$ cat src/hw/rtl/itnb_pkg.sv
// package: shared types, constants and codes of the idle timeout notifier bank
package itnb_pkg;

   localparam int SLOT_COUNT_DEF   = 32;
   localparam int INHIBIT_BITS_DEF = 16;
   localparam int MAX_RESULTS      = 32;
   localparam int QUEUE_DEPTH      = 2;

   localparam logic [2:0] FUNC_TICK     = 3'd0;
   localparam logic [2:0] FUNC_ACTIVITY = 3'd1;
   localparam logic [2:0] FUNC_CREATE   = 3'd2;
   localparam logic [2:0] FUNC_DESTROY  = 3'd3;
   localparam logic [2:0] FUNC_INH_ADD  = 3'd4;
   localparam logic [2:0] FUNC_INH_DEL  = 3'd5;

   localparam logic [1:0] EV_IDLED   = 2'd0;
   localparam logic [1:0] EV_RESUMED = 2'd1;
   localparam logic [1:0] EV_CREATED = 2'd2;
   localparam logic [1:0] EV_FULL    = 2'd3;

   typedef struct packed {
      logic [2:0]  func;
      logic [4:0]  slot_index;
      logic [31:0] idle_limit;
   } req_type;

   typedef struct packed {
      logic [1:0] event_kind;
      logic [4:0] event_slot;
      logic       last_event;
   } rsp_type;

   // classified command handed from front to back
   typedef struct packed {
      logic        is_tick;
      logic        is_activity;
      logic        is_create;
      logic        is_destroy;
      logic        is_inh_add;
      logic        is_inh_del;
      logic [7:0]  slot_index;
      logic [31:0] idle_limit;
   } cmd_type;

endpackage

$ cat src/hw/rtl/itnb_ram.sv
// generic ram with one write port and one registered read port
module itnb_ram #(
   parameter int WIDTH = 32,
   parameter int DEPTH = 32
) (
   input  logic                     clock,
   input  logic                     wr_en,
   input  logic [$clog2(DEPTH)-1:0] wr_addr,
   input  logic [WIDTH-1:0]         wr_data,
   input  logic [$clog2(DEPTH)-1:0] rd_addr,
   output logic [WIDTH-1:0]         rd_data
);

   logic [WIDTH-1:0] mem_ff [DEPTH];

   // write and registered read
   always_ff @(posedge clock) begin
      if (wr_en) begin
         mem_ff[wr_addr] <= wr_data;
      end
      rd_data <= mem_ff[rd_addr];
   end

endmodule

$ cat src/hw/rtl/itnb_front.sv
// front part: classifies requests and queues commands for the back part
module itnb_front
   import itnb_pkg::*;
#(
   parameter int SLOT_COUNT = SLOT_COUNT_DEF
) (
   input  logic    clock,
   input  logic    reset,
   input  logic    req_valid,
   output logic    req_stall,
   input  req_type req_data,
   output logic    cmd_valid,
   input  logic    cmd_take,
   output cmd_type cmd_data
);

   cmd_type    q_ff [QUEUE_DEPTH];
   logic [1:0] count_ff, count_in;
   logic       rd_ff, wr_ff;
   cmd_type    cls;
   logic       push, pop;

   // classify the incoming request
   always_comb begin
      cls = '0;
      cls.is_tick     = (req_data.func == FUNC_TICK);
      cls.is_activity = (req_data.func == FUNC_ACTIVITY);
      cls.is_create   = (req_data.func == FUNC_CREATE);
      cls.is_destroy  = (req_data.func == FUNC_DESTROY)
                        && ({4'd0, req_data.slot_index} < 9'(SLOT_COUNT));
      cls.is_inh_add  = (req_data.func == FUNC_INH_ADD);
      cls.is_inh_del  = (req_data.func == FUNC_INH_DEL);
      cls.slot_index  = {3'd0, req_data.slot_index};
      cls.idle_limit  = (req_data.idle_limit == 32'd0) ? 32'd1 : req_data.idle_limit;
   end

   assign req_stall = (count_ff == 2'(QUEUE_DEPTH));
   assign push      = req_valid && !req_stall;
   assign cmd_valid = (count_ff != 2'd0);
   assign pop       = cmd_valid && cmd_take;
   assign cmd_data  = q_ff[rd_ff];

   always_comb begin
      count_in = count_ff;
      if (push && !pop) begin
         count_in = count_ff + 2'd1;
      end else if (pop && !push) begin
         count_in = count_ff - 2'd1;
      end
   end

   // command queue
   always_ff @(posedge clock) begin
      if (reset) begin
         count_ff <= '0;
         rd_ff    <= 1'b0;
         wr_ff    <= 1'b0;
      end else begin
         count_ff <= count_in;
         if (push) begin
            wr_ff <= !wr_ff;
         end
         if (pop) begin
            rd_ff <= !rd_ff;
         end
      end
      if (push) begin
         q_ff[wr_ff] <= cls;
      end
   end

endmodule

$ cat src/hw/rtl/itnb_back.sv
// back part: sequencer that executes commands, scans the slots and emits events
module itnb_back
   import itnb_pkg::*;
#(
   parameter int SLOT_COUNT   = SLOT_COUNT_DEF,
   parameter int INHIBIT_BITS = INHIBIT_BITS_DEF
) (
   input  logic    clock,
   input  logic    reset,
   input  logic    cmd_valid,
   output logic    cmd_take,
   input  cmd_type cmd_data,
   output logic    rsp_valid,
   input  logic    rsp_stall,
   output rsp_type rsp_data
);

   localparam int IW = (SLOT_COUNT > 1) ? $clog2(SLOT_COUNT) : 1;
   localparam int CW = $clog2(SLOT_COUNT + 1);
   localparam int NW = $clog2(MAX_RESULTS + 1);

   typedef enum logic [2:0] {
      ST_IDLE, ST_READ, ST_EVAL, ST_EMIT, ST_FLUSH
   } state_type;

   state_type                state_ff;
   cmd_type                  cmd_ff;
   logic [IW-1:0]            idx_ff;
   logic [31:0]              time_ff, act_ff;
   logic [INHIBIT_BITS-1:0]  inh_ff;
   logic [SLOT_COUNT-1:0]    valid_ff, idled_ff, armed_ff;
   logic [NW-1:0]            n_ff;
   logic                     pend_ff;
   rsp_type                  pend_data_ff;
   logic                     out_valid_ff;
   rsp_type                  out_data_ff;
   logic                     emit_ok_ff;
   rsp_type                  emit_data_ff;

   // memories for timeout and remaining time
   logic          tmo_we, rem_we;
   logic [IW-1:0] tmo_wa, rem_wa;
   logic [31:0]   tmo_wd, rem_wd, tmo_rd, rem_rd;

   itnb_ram #(.WIDTH(32), .DEPTH(SLOT_COUNT)) u_tmo_ram (
      .clock(clock), .wr_en(tmo_we), .wr_addr(tmo_wa), .wr_data(tmo_wd),
      .rd_addr(idx_ff), .rd_data(tmo_rd)
   );
   itnb_ram #(.WIDTH(32), .DEPTH(SLOT_COUNT)) u_rem_ram (
      .clock(clock), .wr_en(rem_we), .wr_addr(rem_wa), .wr_data(rem_wd),
      .rd_addr(idx_ff), .rd_data(rem_rd)
   );

   // lowest free slot for create
   logic [IW-1:0] free_idx;
   logic          free_any;
   always_comb begin
      free_idx = '0;
      free_any = 1'b0;
      for (int i = SLOT_COUNT - 1; i >= 0; i--) begin
         if (!valid_ff[i]) begin
            free_idx = IW'(i);
            free_any = 1'b1;
         end
      end
   end

   // per slot evaluation for tick and activity
   logic [31:0] rem_dec, elapsed;
   logic        sel_valid, sel_idled, sel_armed;
   logic        ev_gen, ev_idle_set, ev_disarm, ev_rem_we, ev_resume;
   logic [31:0] ev_rem;
   always_comb begin
      sel_valid   = valid_ff[idx_ff];
      sel_idled   = idled_ff[idx_ff];
      sel_armed   = armed_ff[idx_ff];
      rem_dec     = (rem_rd != 32'd0) ? rem_rd - 32'd1 : 32'd0;
      elapsed     = time_ff - act_ff;
      ev_gen      = 1'b0;
      ev_idle_set = 1'b0;
      ev_disarm   = 1'b0;
      ev_rem_we   = 1'b0;
      ev_resume   = 1'b0;
      ev_rem      = rem_dec;
      if (cmd_ff.is_tick && sel_valid && sel_armed) begin
         ev_rem_we = 1'b1;
         if (rem_dec == 32'd0) begin
            if (inh_ff != '0) begin
               ev_rem = tmo_rd;
            end else if (elapsed < tmo_rd) begin
               ev_rem = tmo_rd - elapsed;
            end else begin
               ev_disarm = 1'b1;
               if (!sel_idled) begin
                  ev_idle_set = 1'b1;
                  ev_gen      = 1'b1;
               end
            end
         end
      end else if (cmd_ff.is_activity && sel_valid && sel_idled) begin
         ev_resume = 1'b1;
         ev_gen    = 1'b1;
         ev_rem_we = 1'b1;
         ev_rem    = tmo_rd;
      end
   end

   logic emit_new;
   logic out_free;
   logic out_load;
   logic scan_last;
   assign out_free  = !out_valid_ff || !rsp_stall;
   assign scan_last = (CW'(idx_ff) == CW'(SLOT_COUNT - 1));
   assign cmd_take  = (state_ff == ST_IDLE) && cmd_valid;
   assign rsp_valid = out_valid_ff;
   assign rsp_data  = out_data_ff;

   // output register load from the held-back event
   always_comb begin
      out_load = 1'b0;
      if (state_ff == ST_EMIT) begin
         out_load = emit_ok_ff && pend_ff && out_free;
      end else if (state_ff == ST_FLUSH) begin
         out_load = pend_ff && out_free;
      end
   end

   // ram write ports
   always_comb begin
      tmo_we = 1'b0;
      tmo_wa = free_idx;
      tmo_wd = cmd_data.idle_limit;
      rem_we = 1'b0;
      rem_wa = idx_ff;
      rem_wd = ev_rem;
      emit_new = 1'b0;
      if (cmd_take && cmd_data.is_create && free_any) begin
         tmo_we = 1'b1;
         rem_we = 1'b1;
         rem_wa = free_idx;
         rem_wd = cmd_data.idle_limit;
      end else if (state_ff == ST_EVAL) begin
         rem_we   = ev_rem_we;
         emit_new = ev_gen;
      end
   end

   // control sequencer and slot state
   always_ff @(posedge clock) begin
      if (reset) begin
         state_ff     <= ST_IDLE;
         time_ff      <= '0;
         act_ff       <= '0;
         inh_ff       <= '0;
         valid_ff     <= '0;
         idled_ff     <= '0;
         armed_ff     <= '0;
         out_valid_ff <= 1'b0;
         pend_ff      <= 1'b0;
         emit_ok_ff   <= 1'b0;
         n_ff         <= '0;
         idx_ff       <= '0;
      end else begin
         if (out_load) begin
            out_valid_ff <= 1'b1;
         end else if (out_valid_ff && !rsp_stall) begin
            out_valid_ff <= 1'b0;
         end
         case (state_ff)
            ST_IDLE: begin
               if (cmd_take) begin
                  cmd_ff  <= cmd_data;
                  idx_ff  <= '0;
                  n_ff    <= '0;
                  pend_ff <= cmd_data.is_create;
                  if (cmd_data.is_tick) begin
                     time_ff  <= time_ff + 32'd1;
                     state_ff <= ST_READ;
                  end else if (cmd_data.is_activity) begin
                     act_ff   <= time_ff;
                     state_ff <= ST_READ;
                  end else if (cmd_data.is_create) begin
                     if (free_any) begin
                        valid_ff[free_idx] <= 1'b1;
                        idled_ff[free_idx] <= 1'b0;
                        armed_ff[free_idx] <= 1'b1;
                        pend_data_ff <= '{EV_CREATED, 5'(free_idx), 1'b1};
                     end else begin
                        pend_data_ff <= '{EV_FULL, 5'd0, 1'b1};
                     end
                     state_ff <= ST_FLUSH;
                  end else if (cmd_data.is_destroy) begin
                     if (valid_ff[IW'(cmd_data.slot_index)]) begin
                        valid_ff[IW'(cmd_data.slot_index)] <= 1'b0;
                        idled_ff[IW'(cmd_data.slot_index)] <= 1'b0;
                        armed_ff[IW'(cmd_data.slot_index)] <= 1'b0;
                     end
                  end else if (cmd_data.is_inh_add) begin
                     if (inh_ff != '1) begin
                        inh_ff <= inh_ff + 1'b1;
                     end
                  end else if (cmd_data.is_inh_del) begin
                     if (inh_ff != '0) begin
                        inh_ff <= inh_ff - 1'b1;
                     end
                  end
               end
            end
            ST_READ: begin
               state_ff <= ST_EVAL;
            end
            ST_EVAL: begin
               if (ev_idle_set) idled_ff[idx_ff] <= 1'b1;
               if (ev_disarm)   armed_ff[idx_ff] <= 1'b0;
               if (ev_resume) begin
                  idled_ff[idx_ff] <= 1'b0;
                  armed_ff[idx_ff] <= 1'b1;
               end
               emit_ok_ff   <= emit_new && (n_ff < NW'(MAX_RESULTS));
               emit_data_ff <= '{ev_resume ? EV_RESUMED : EV_IDLED, 5'(idx_ff), 1'b0};
               state_ff     <= ST_EMIT;
            end
            ST_EMIT: begin
               // hold back one event so the final one can be marked
               if (!emit_ok_ff || !pend_ff || out_free) begin
                  if (emit_ok_ff) begin
                     if (pend_ff) begin
                        out_data_ff <= pend_data_ff;
                     end
                     pend_ff      <= 1'b1;
                     pend_data_ff <= '{emit_data_ff.event_kind, emit_data_ff.event_slot,
                                       scan_last};
                     n_ff         <= n_ff + 1'b1;
                  end else if (scan_last) begin
                     pend_data_ff.last_event <= 1'b1;
                  end
                  if (scan_last) begin
                     state_ff <= ST_FLUSH;
                  end else begin
                     idx_ff   <= idx_ff + 1'b1;
                     state_ff <= ST_READ;
                  end
               end
            end
            ST_FLUSH: begin
               if (!pend_ff) begin
                  state_ff <= ST_IDLE;
               end else if (out_free) begin
                  out_data_ff  <= pend_data_ff;
                  pend_ff      <= 1'b0;
                  state_ff     <= ST_IDLE;
               end
            end
            default: state_ff <= ST_IDLE;
         endcase
      end
   end

endmodule

$ cat src/hw/rtl/idle_timeout_notifier_bank.sv
// Idle timeout notifier bank, top level.
// Create moves its result via the flush state into the output register; tick and
// activity run a sequential slot scan through read, eval and emit states per slot.
// Throughput: one scan per tick or activity; destroy and inhibitor stay in idle.
// A two-entry command queue lets requests be taken while the scan runs.
// Reset: synchronous; clears time, inhibitor count and slot flags.
module idle_timeout_notifier_bank
   import itnb_pkg::*;
#(
   parameter int SLOT_COUNT   = SLOT_COUNT_DEF,
   parameter int INHIBIT_BITS = INHIBIT_BITS_DEF
) (
   input  logic    clock,
   input  logic    reset,
   input  logic    req_valid,
   output logic    req_stall,
   input  req_type req_data,
   output logic    rsp_valid,
   input  logic    rsp_stall,
   output rsp_type rsp_data
);

   logic    cmd_valid, cmd_take;
   cmd_type cmd_data;

   itnb_front #(.SLOT_COUNT(SLOT_COUNT)) u_front (
      .clock(clock), .reset(reset),
      .req_valid(req_valid), .req_stall(req_stall), .req_data(req_data),
      .cmd_valid(cmd_valid), .cmd_take(cmd_take), .cmd_data(cmd_data)
   );

   itnb_back #(.SLOT_COUNT(SLOT_COUNT), .INHIBIT_BITS(INHIBIT_BITS)) u_back (
      .clock(clock), .reset(reset),
      .cmd_valid(cmd_valid), .cmd_take(cmd_take), .cmd_data(cmd_data),
      .rsp_valid(rsp_valid), .rsp_stall(rsp_stall), .rsp_data(rsp_data)
   );

endmodule

$ cat config.mk
export PLATFORM = sky130hd
export DESIGN_NAME = idle_timeout_notifier_bank
export DESIGN_NICKNAME = d
export VERILOG_FILES = /design/src/hw/rtl/itnb_pkg.sv /design/src/hw/rtl/itnb_ram.sv /design/src/hw/rtl/itnb_front.sv /design/src/hw/rtl/itnb_back.sv /design/src/hw/rtl/idle_timeout_notifier_bank.sv
export SDC_FILE = /design/constraint.sdc
export NUM_CORES = 2
export LEC_CHECK = 0
export ABC_AREA = 1
export BUFFER_PORTS_ARGS = -buffer_cell sky130_fd_sc_hd__clkbuf_2
export CORE_MARGIN = 1.5
export CORE_UTILIZATION = 35
export CTS_BUF_LIST = sky130_fd_sc_hd__clkbuf_2 sky130_fd_sc_hd__clkbuf_4 sky130_fd_sc_hd__clkbuf_8
export CTS_CLUSTER_DIAMETER = 40
export DETAILED_ROUTE_END_ITERATION = 8
export PLACE_DENSITY = 0.62
export SLEW_MARGIN = 20
export SYNTH_ARGS = -nofsm -noshare
export SYNTH_HDL_FRONTEND = slang
export SYNTH_SLANG_ARGS = --single-unit
export TNS_END_PERCENT = 30
$ cat constraint.sdc
create_clock -name clock -period 6 [get_ports clock]
set_input_delay 1.5 -clock clock [delete_from_list [all_inputs] [get_ports clock]]
set_output_delay 1.5 -clock clock [all_outputs]
set_load 0.05 [all_outputs]
[Word level (Yosys, flattened, before mapping)]
Memories as Yosys holds them, arrays and structs flattened. A register that Yosys moved wholly into a read port is not among the register bits.
Index checks and enable logic that the tools add are counted.
Operators by class
  reduce and logical (&&, ||, !) cells: 62
  multiplexer cells: 191
  shift-type cells: 0
  div/mod/pow operators: 0
  bitwise logic cells: 18
  eq/ne operators: 30
  add/sub/neg operators: 10
  magnitude comparators: 8
  multiply operators: 0
Operators with widths (number)
  $mux 32: 34
  $and 32x32->32: 6
  $mux 5: 36
  $or 32x32->32: 4
  $pmux 32 s2: 2
  $not 32->32: 3
  $mux 8: 10
  $mux 1: 77
  $logic_not 32->1: 2
  $mux 16: 4
  $sub 32x32->32: 2
  $add 32x1->32 const B: 1
  $lt 32x32->1: 1
  $pmux 8 s2: 2
  $reduce_bool 32->1: 1
  $sub 32x1->32 const B: 1
  $mux 3: 8
  $reduce_and 7->1: 3
  $bmux 1 s5: 4
  $reduce_and 4->1: 5
  $reduce_bool 2->1: 10
  $logic_and 1x1->1: 19
  $lt 5x6->1 const B: 3
  $mux 6: 3
  37 further kinds: 78
Word-level totals
  bits of input ports: 44
  bits in latches: 0
  memory bits (writable): 2134
  ROM bits: 0
  flip-flop bits (word level): 222
  memories kept: 3
Memory list
  u_back.u_rem_ram.mem_ff: depth 32, bits a word 32, read ports 1, clocked after Yosys merged registers in 1, wr ports 1, RTL line itnb_ram.sv:14  | logic [WIDTH-1:0] mem_ff [DEPTH];
  u_back.u_tmo_ram.mem_ff: depth 32, bits a word 32, read ports 1, clocked after Yosys merged registers in 1, wr ports 1, RTL line itnb_ram.sv:14
  u_front.q_ff: depth 2, bits a word 43, read ports 1, clocked after Yosys merged registers in 1, wr ports 1, RTL line itnb_front.sv:17  | cmd_type q_ff [QUEUE_DEPTH];

[Logic depth before layout (Yosys ltp)]
  word-level depth: 44
  gate-level depth with buffers: 47

[By module]
Synthesis repeated with hierarchy kept, for this count alone.
Unflattened totals
  cell total of the unflattened synthesis: 10166
  area total of the unflattened synthesis: 106534.7 um^2
Modules (own cells, without submodules)
  itnb_ram: instances 2, area an instance 42405.7 um^2, cells each 3536
  itnb_back: instances 1, area an instance 18083.6 um^2, cells each 2851
  itnb_front: instances 1, area an instance 3639.7 um^2, cells each 243

[Least setup slack after synthesis]
Ideal clock, no wire load.
  kind: reg-to-reg
  from: reg u_back.act_ff[2]
  to: mem u_back.u_rem_ram.mem_ff[0][13], data pin
  cell stages (with the launch flop): 37
  required time: 5.602 ns
  arrival: 5.952 ns
  path buffers: 2
  period minus slack after synthesis: 6.349 ns
  slack: -0.349 ns
  cell sequence: dfxtp_1 > inv_1 > ha_1 > a21oi_1 > nand2_1 > a21oi_1 > o21ai_1 > a21oi_1 > o21ai_1 > a21boi_1 > o21ai_0 > a21boi_0 > o21ai_1 > a21boi_0 > o21ai_0 > a21boi_1 > o21ai_1 > nand2_1 > nand2_1 > xnor2_1 > ha_1 > nand2_1 > inv_1 > nand3_1 > nor3_1 > inv_1 > o211ai_1 > a21oi_1 > nand2_1 > nand2_1 > nor2_1 > buf_2 > buf_2 > a22oi_1 > o21ai_0 > nand2_1 > a31oi_1
Between the ends
  cells in the longest elaborated chain, start to end: 7
RTL lines
  from (decl): RTL line itnb_back.sv:29  | logic [31:0] time_ff, act_ff;
  from (signal assigned): RTL line itnb_back.sv:180  | act_ff <= time_ff;
  $sub 32x32->32 (*): RTL line itnb_back.sv:78  | elapsed = time_ff - act_ff;
  $sub 32x32->32 / $lt 32x32->1 (equally long branches): RTL line itnb_back.sv:91, itnb_back.sv:90
  $mux 32 (*): RTL line itnb_back.sv:90  | end else if (elapsed < tmo_rd) begin
  $mux 32 (*): RTL line itnb_back.sv:88  | if (inh_ff != '0) begin
  $mux 32 (*): RTL line itnb_back.sv:87  | if (rem_dec == 32'd0) begin
  $mux 32 (*): RTL line itnb_back.sv:85  | if (cmd_ff.is_tick && sel_valid && sel_armed) begin
  $mux 32 (*): RTL line itnb_back.sv:137  | if (cmd_take && cmd_data.is_create && free_any) begin
  via u_back.rem_wd[13]: RTL line itnb_back.sv:43  | logic [31:0] tmo_wd, rem_wd, tmo_rd, rem_rd;
  to (decl): RTL line itnb_ram.sv:14
Mark *: on every way through the listed nets, which the timed path passes. The rest lies on a longest branch.

[Worst setup path after layout]
  from: reg u_back.time_ff[0]
  to: mem u_back.u_rem_ram.mem_ff[30][15], data pin
Between the ends
  cells in the longest elaborated chain, start to end: 7
RTL lines
  from (decl): RTL line itnb_back.sv:29
  from (signal assigned): RTL line itnb_back.sv:177  | time_ff <= time_ff + 32'd1;
  $sub 32x32->32 (*): RTL line itnb_back.sv:78
  $sub 32x32->32 / $lt 32x32->1 (equally long branches): RTL line itnb_back.sv:91, itnb_back.sv:90
  $mux 32 (*): RTL line itnb_back.sv:90
  $mux 32 (*): RTL line itnb_back.sv:88
  $mux 32 (*): RTL line itnb_back.sv:87
  $mux 32 (*): RTL line itnb_back.sv:85
  $mux 32 (*): RTL line itnb_back.sv:137
  via u_back.rem_wd[15]: RTL line itnb_back.sv:43
Marks and branches as above.

==> results by group <==
Setup path
  – Kind of critical path: flip-flop to flip-flop
  – RR Startpoint: u_back.time_ff[0]
  – Crit path largest cell delay: 0.39 ns
  – Delay-heaviest family, CP: simple AND/OR/NAND/NOR gates
  – CP startpoint kind: flip-flop
  – Worst path required time: 6.83 ns
  – Critical-path maximum fanout: 8
  – Worst setup path startpoint: u_back.time_ff[0]
  – WP buf/inv: 8
  – CP endpoint kind: flip-flop
  – Critical path arrival: 6.48 ns
  – Worst R2R Setup Slack: 0.35 ns
  – Slowest cell on crit path: fa_2

STA
  – Setup violators final: 0
  – Layout Skew: 0.08306 ns
  – Slew headroom: 0.2079
  – Hold Vio Cnt, Final: 0
  – Fmax achieved: 177.0 MHz
  – Post-route clock period utilization: 0.9416
  – WHS: 0.4206 ns
  – Tmin final: 5.650 ns
  – Slew @ Worst Pin: 1.185 ns
  – Pins over their slew limit: 0

Power
  – Leak pwr: 38.47 nW
  – Seq pwr share: 0.425
  – NetSw: 16.88 mW
  – Combinational Power Share: 0.291
  – Sw Share: 0.3312
  – Power, Total: 50.96 mW
  – Maximum VDD drop: 0.4745 mV
  – Clock group share of total power: 0.283
  – PD cells: 440.4 mW/mm2
  – P_int: 34.08 mW

Cells and area
  – Layout cell share with drive strength beyond 1: 0.1331
  – Fill count: 26,490
  – Fin util: 0.4050
  – Final #Nets: 8,967
  – Syn-to-layout area delta: 14.84%

Yosys
  – Number of synthesized flops with an enable pin: 2,158
  – Syn Inst Count: 8,640
  – Combinational family with the most area after synthesis: compound AO/OA/AOI/OAI gates
  – Mux cell area share after synthesis: 0.0001987
  – Sequential fraction of the synthesis area: 0.6951
  – Fraction of the mapped netlist area in compound gates: 0.1494
  – Post-Synth Simple-Gate Area: 0.1022
  – Yosys cell types: 69
  – Top_reg_cell synth: edfxtp_1
  – Syn_area_per_cell: 11.66 um2
  – Synth area leaders: edfxtp_1, o21ai_0, nor2_1, dfxtp_1, o22ai_1
  – Ys async rst share: 0
  – Xor/xnor share of the synthesized area: 0.008170
  – Adder and majority gate portion of the synthesized area: 0.01127
  – Syn Std Cell Area: 0.1008 mm2
  – Yosys warns: 0
  – Flop and latch count out of synthesis: 2,420
  – Area leader, netlist: edfxtp_1
  – Top cell type's share of synthesized area: 0.6431
  – Net Count, Synth: 8,773

Global route
  – First-pass GRT wire length: 465,900 um
  – Final global-route overflow total: 0
  – Vias in the first global route: 69,830
  – Pin count of the biggest net entering global routing: 198
  – Global router's overall resource usage: 0.2134
  – Initial antenna violation count: 8

Drt
  – Via/cell ratio: 5.698
  – Drt initial violations: 9,768
  – TritonRoute pass-1 iters: 6
  – Final wirelength: 323,500 um
  – Post-route DRC: 0
  – Routed via count: 73,510
  – Drt wl/cell: 25.07 um
  – Post-route ant nets: 0

Clock network
  – Clk pin slew, worst setup/hold paths: 0.06 ns
  – CTS Root Buffer Type: clkbuf_8
  – CTS H-tree lvls: 5
  – Num CTS Buffers: 392
  – Clock sinks: 2,420
  – Clk buf depth: 4
  – CTS tree: done
  – Clock latency on the worst-skew pair: 1.03 ns

Floorplanning
  – I/O pin count: 54
  – Starting Density: 0.3527
  – Core area: 0.2857 mm2
  – Die width: 539.6 um
  – Die Span Y: 539.6 um
  – Die area: 0.2911 mm2
  – Rows: 196

Run status
  – Status: complete, no violations

Placed design
  – Detailed Place HPWL: 176,200 um
  – Number of port buffers: 53
  – Placer Congestion: 0.9424

Worst hold path
  – Min-delay worst type: flip-flop to flip-flop
  – Hold wc startpoint: u_back.pend_data_ff[1]

Flow run
  – Max Cap Violations: 0
## Yosys cell counts (5+ instances only)
master	n
a211oi_1	10
a21boi_0	8
a21oi_1	337
a21oi_2	19
a221oi_1	132
a22o_1	122
a22oi_1	33
a31oi_1	43
buf_1	11
buf_2	21
clkbuf_1	521
clkinv_1	7
dfxtp_1	262
edfxtp_1	2158
ha_1	86
inv_1	321
inv_2	5
nand2_1	791
nand3_1	159
nand4_1	40
nor2_1	1475
nor3_1	38
nor3b_1	5
nor4_1	29
o2111ai_1	11
o211ai_1	17
o211ai_2	20
o21ai_0	1249
o21ai_1	10
o21bai_1	7
o221ai_1	5
o22ai_1	516
or2_2	19
xnor2_1	48
xor2_1	46
## final timing paths
check                                                       end  cells after the start
worst min-delay path                         u_back.rsp_data[1]                      0
worst max-delay path            u_back.u_rem_ram.mem_ff[30][15]                     47
worst max register to register  u_back.u_rem_ram.mem_ff[30][15]                     47
worst min register to register               u_back.rsp_data[1]                      0
## stage by stage
| step | cell area (um2) | worst slack (ns) | setup TNS (ns) | cells |
|---|---|---|---|---|
| after global placement | 107500 | -0.01983 | -0.6267 | 12190 |
| final | 115700 | 0.3503 | 0 | 12900 |
| after CTS | 115400 | 0.01614 | 0 | 12880 |
| after global routing | 115700 | -0.06386 | -1.423 | 12900 |
| after floorplan | 100800 | -0.3493 | -210.80 | 8640 |
| after detailed placement | 107500 | 0.06721 | 0 | 12190 |
## power by group through the flow
stage                     combinational (mW)  sequential (mW)  clock [mW]
after floorplan                         7.95             21.9           0
after global placement                  13.9             22.0           0
after detailed placement                14.1             22.0           0
after CTS                               14.2             21.7        14.6
after global routing                    16.0             21.7        15.4
final                                   14.8             21.7        14.4
## layer usage
metal | up-vias | GRT usage | share of wire
met4 | 8 | 0.1012 | 0.048
met5 | - | 0 | 0.00016
met2 | 4102 | 0.3294 | 0.45
met1 | 36520 | 0.2926 | 0.40
li1 | 32160 | - | -
met3 | 722 | 0.03544 | 0.096
## sequential cells by signal, indices dropped and copies added, names as in the netlist, 2 cells and up, named ones only
signal	count
u_back.rsp_data	8
u_back.time_ff	32
u_back.pend_data_ff	8
u_back.armed_ff	32
u_back.valid_ff	32
u_back.u_rem_ram.rd_data	32
u_back.state_ff	3
u_back.u_tmo_ram.rd_data	32
u_back.n_ff	6
u_back.u_rem_ram.mem_ff	1024
u_back.u_tmo_ram.mem_ff	1024
u_front.count_ff	2
u_back.cmd_ff	2
u_back.act_ff	32
u_back.emit_data_ff	6
u_back.idx_ff	5
u_back.inh_ff	16
u_front.q_ff	86
## area by class of cell
cell class | instances | area [um2] | share of cell area
well taps | 3762 | 4707 | 0.04068
diodes | 5 | 12.51 | 0.0001081
flip-flops and latches | 2420 | 70060 | 0.6054
clock inverters | 149 | 1147 | 0.009915
inverters | 334 | 1275 | 0.01102
repair buffers | 355 | 3561 | 0.03077
multi-input cells | 5331 | 28250 | 0.2441
clock buffers | 544 | 6711 | 0.05800
## cells by family after synthesis
kind of cell	Yosys count
DFF	2420
AOI/OAI and AO/OA	2566
xor gates and xnor gates	94
buffers and inverters	889
and+or+nand+nor	2580
adders and majority gates	89
muxes	2
## layout by cell type, fill, tap and decap left out, types with 46 or more instances in the layout
master and instances:
a21oi_1 328, a221oi_1 132, a22o_1 122, buf_12 75, buf_4 220, clkbuf_2 52
clkbuf_4 124, clkbuf_8 420, clkinv_1 71, dfxtp_1 258, edfxtp_1 2158, ha_1 84
inv_1 314, nand2_1 781, nand3_1 157, nor2_1 1401, nor2_4 77, o21ai_0 1242
o22ai_1 516, xnor2_1 48, xor2_1 46
## timing repair
item	4_1_cts	5_1_grt
hold buffers	0	0
gates cloned	0	4
pin swaps	0	21
resized for setup	1	50
buffers inserted	0	9
setup endpoints to repair	76	1089
(Power assumes the default switching activity.)
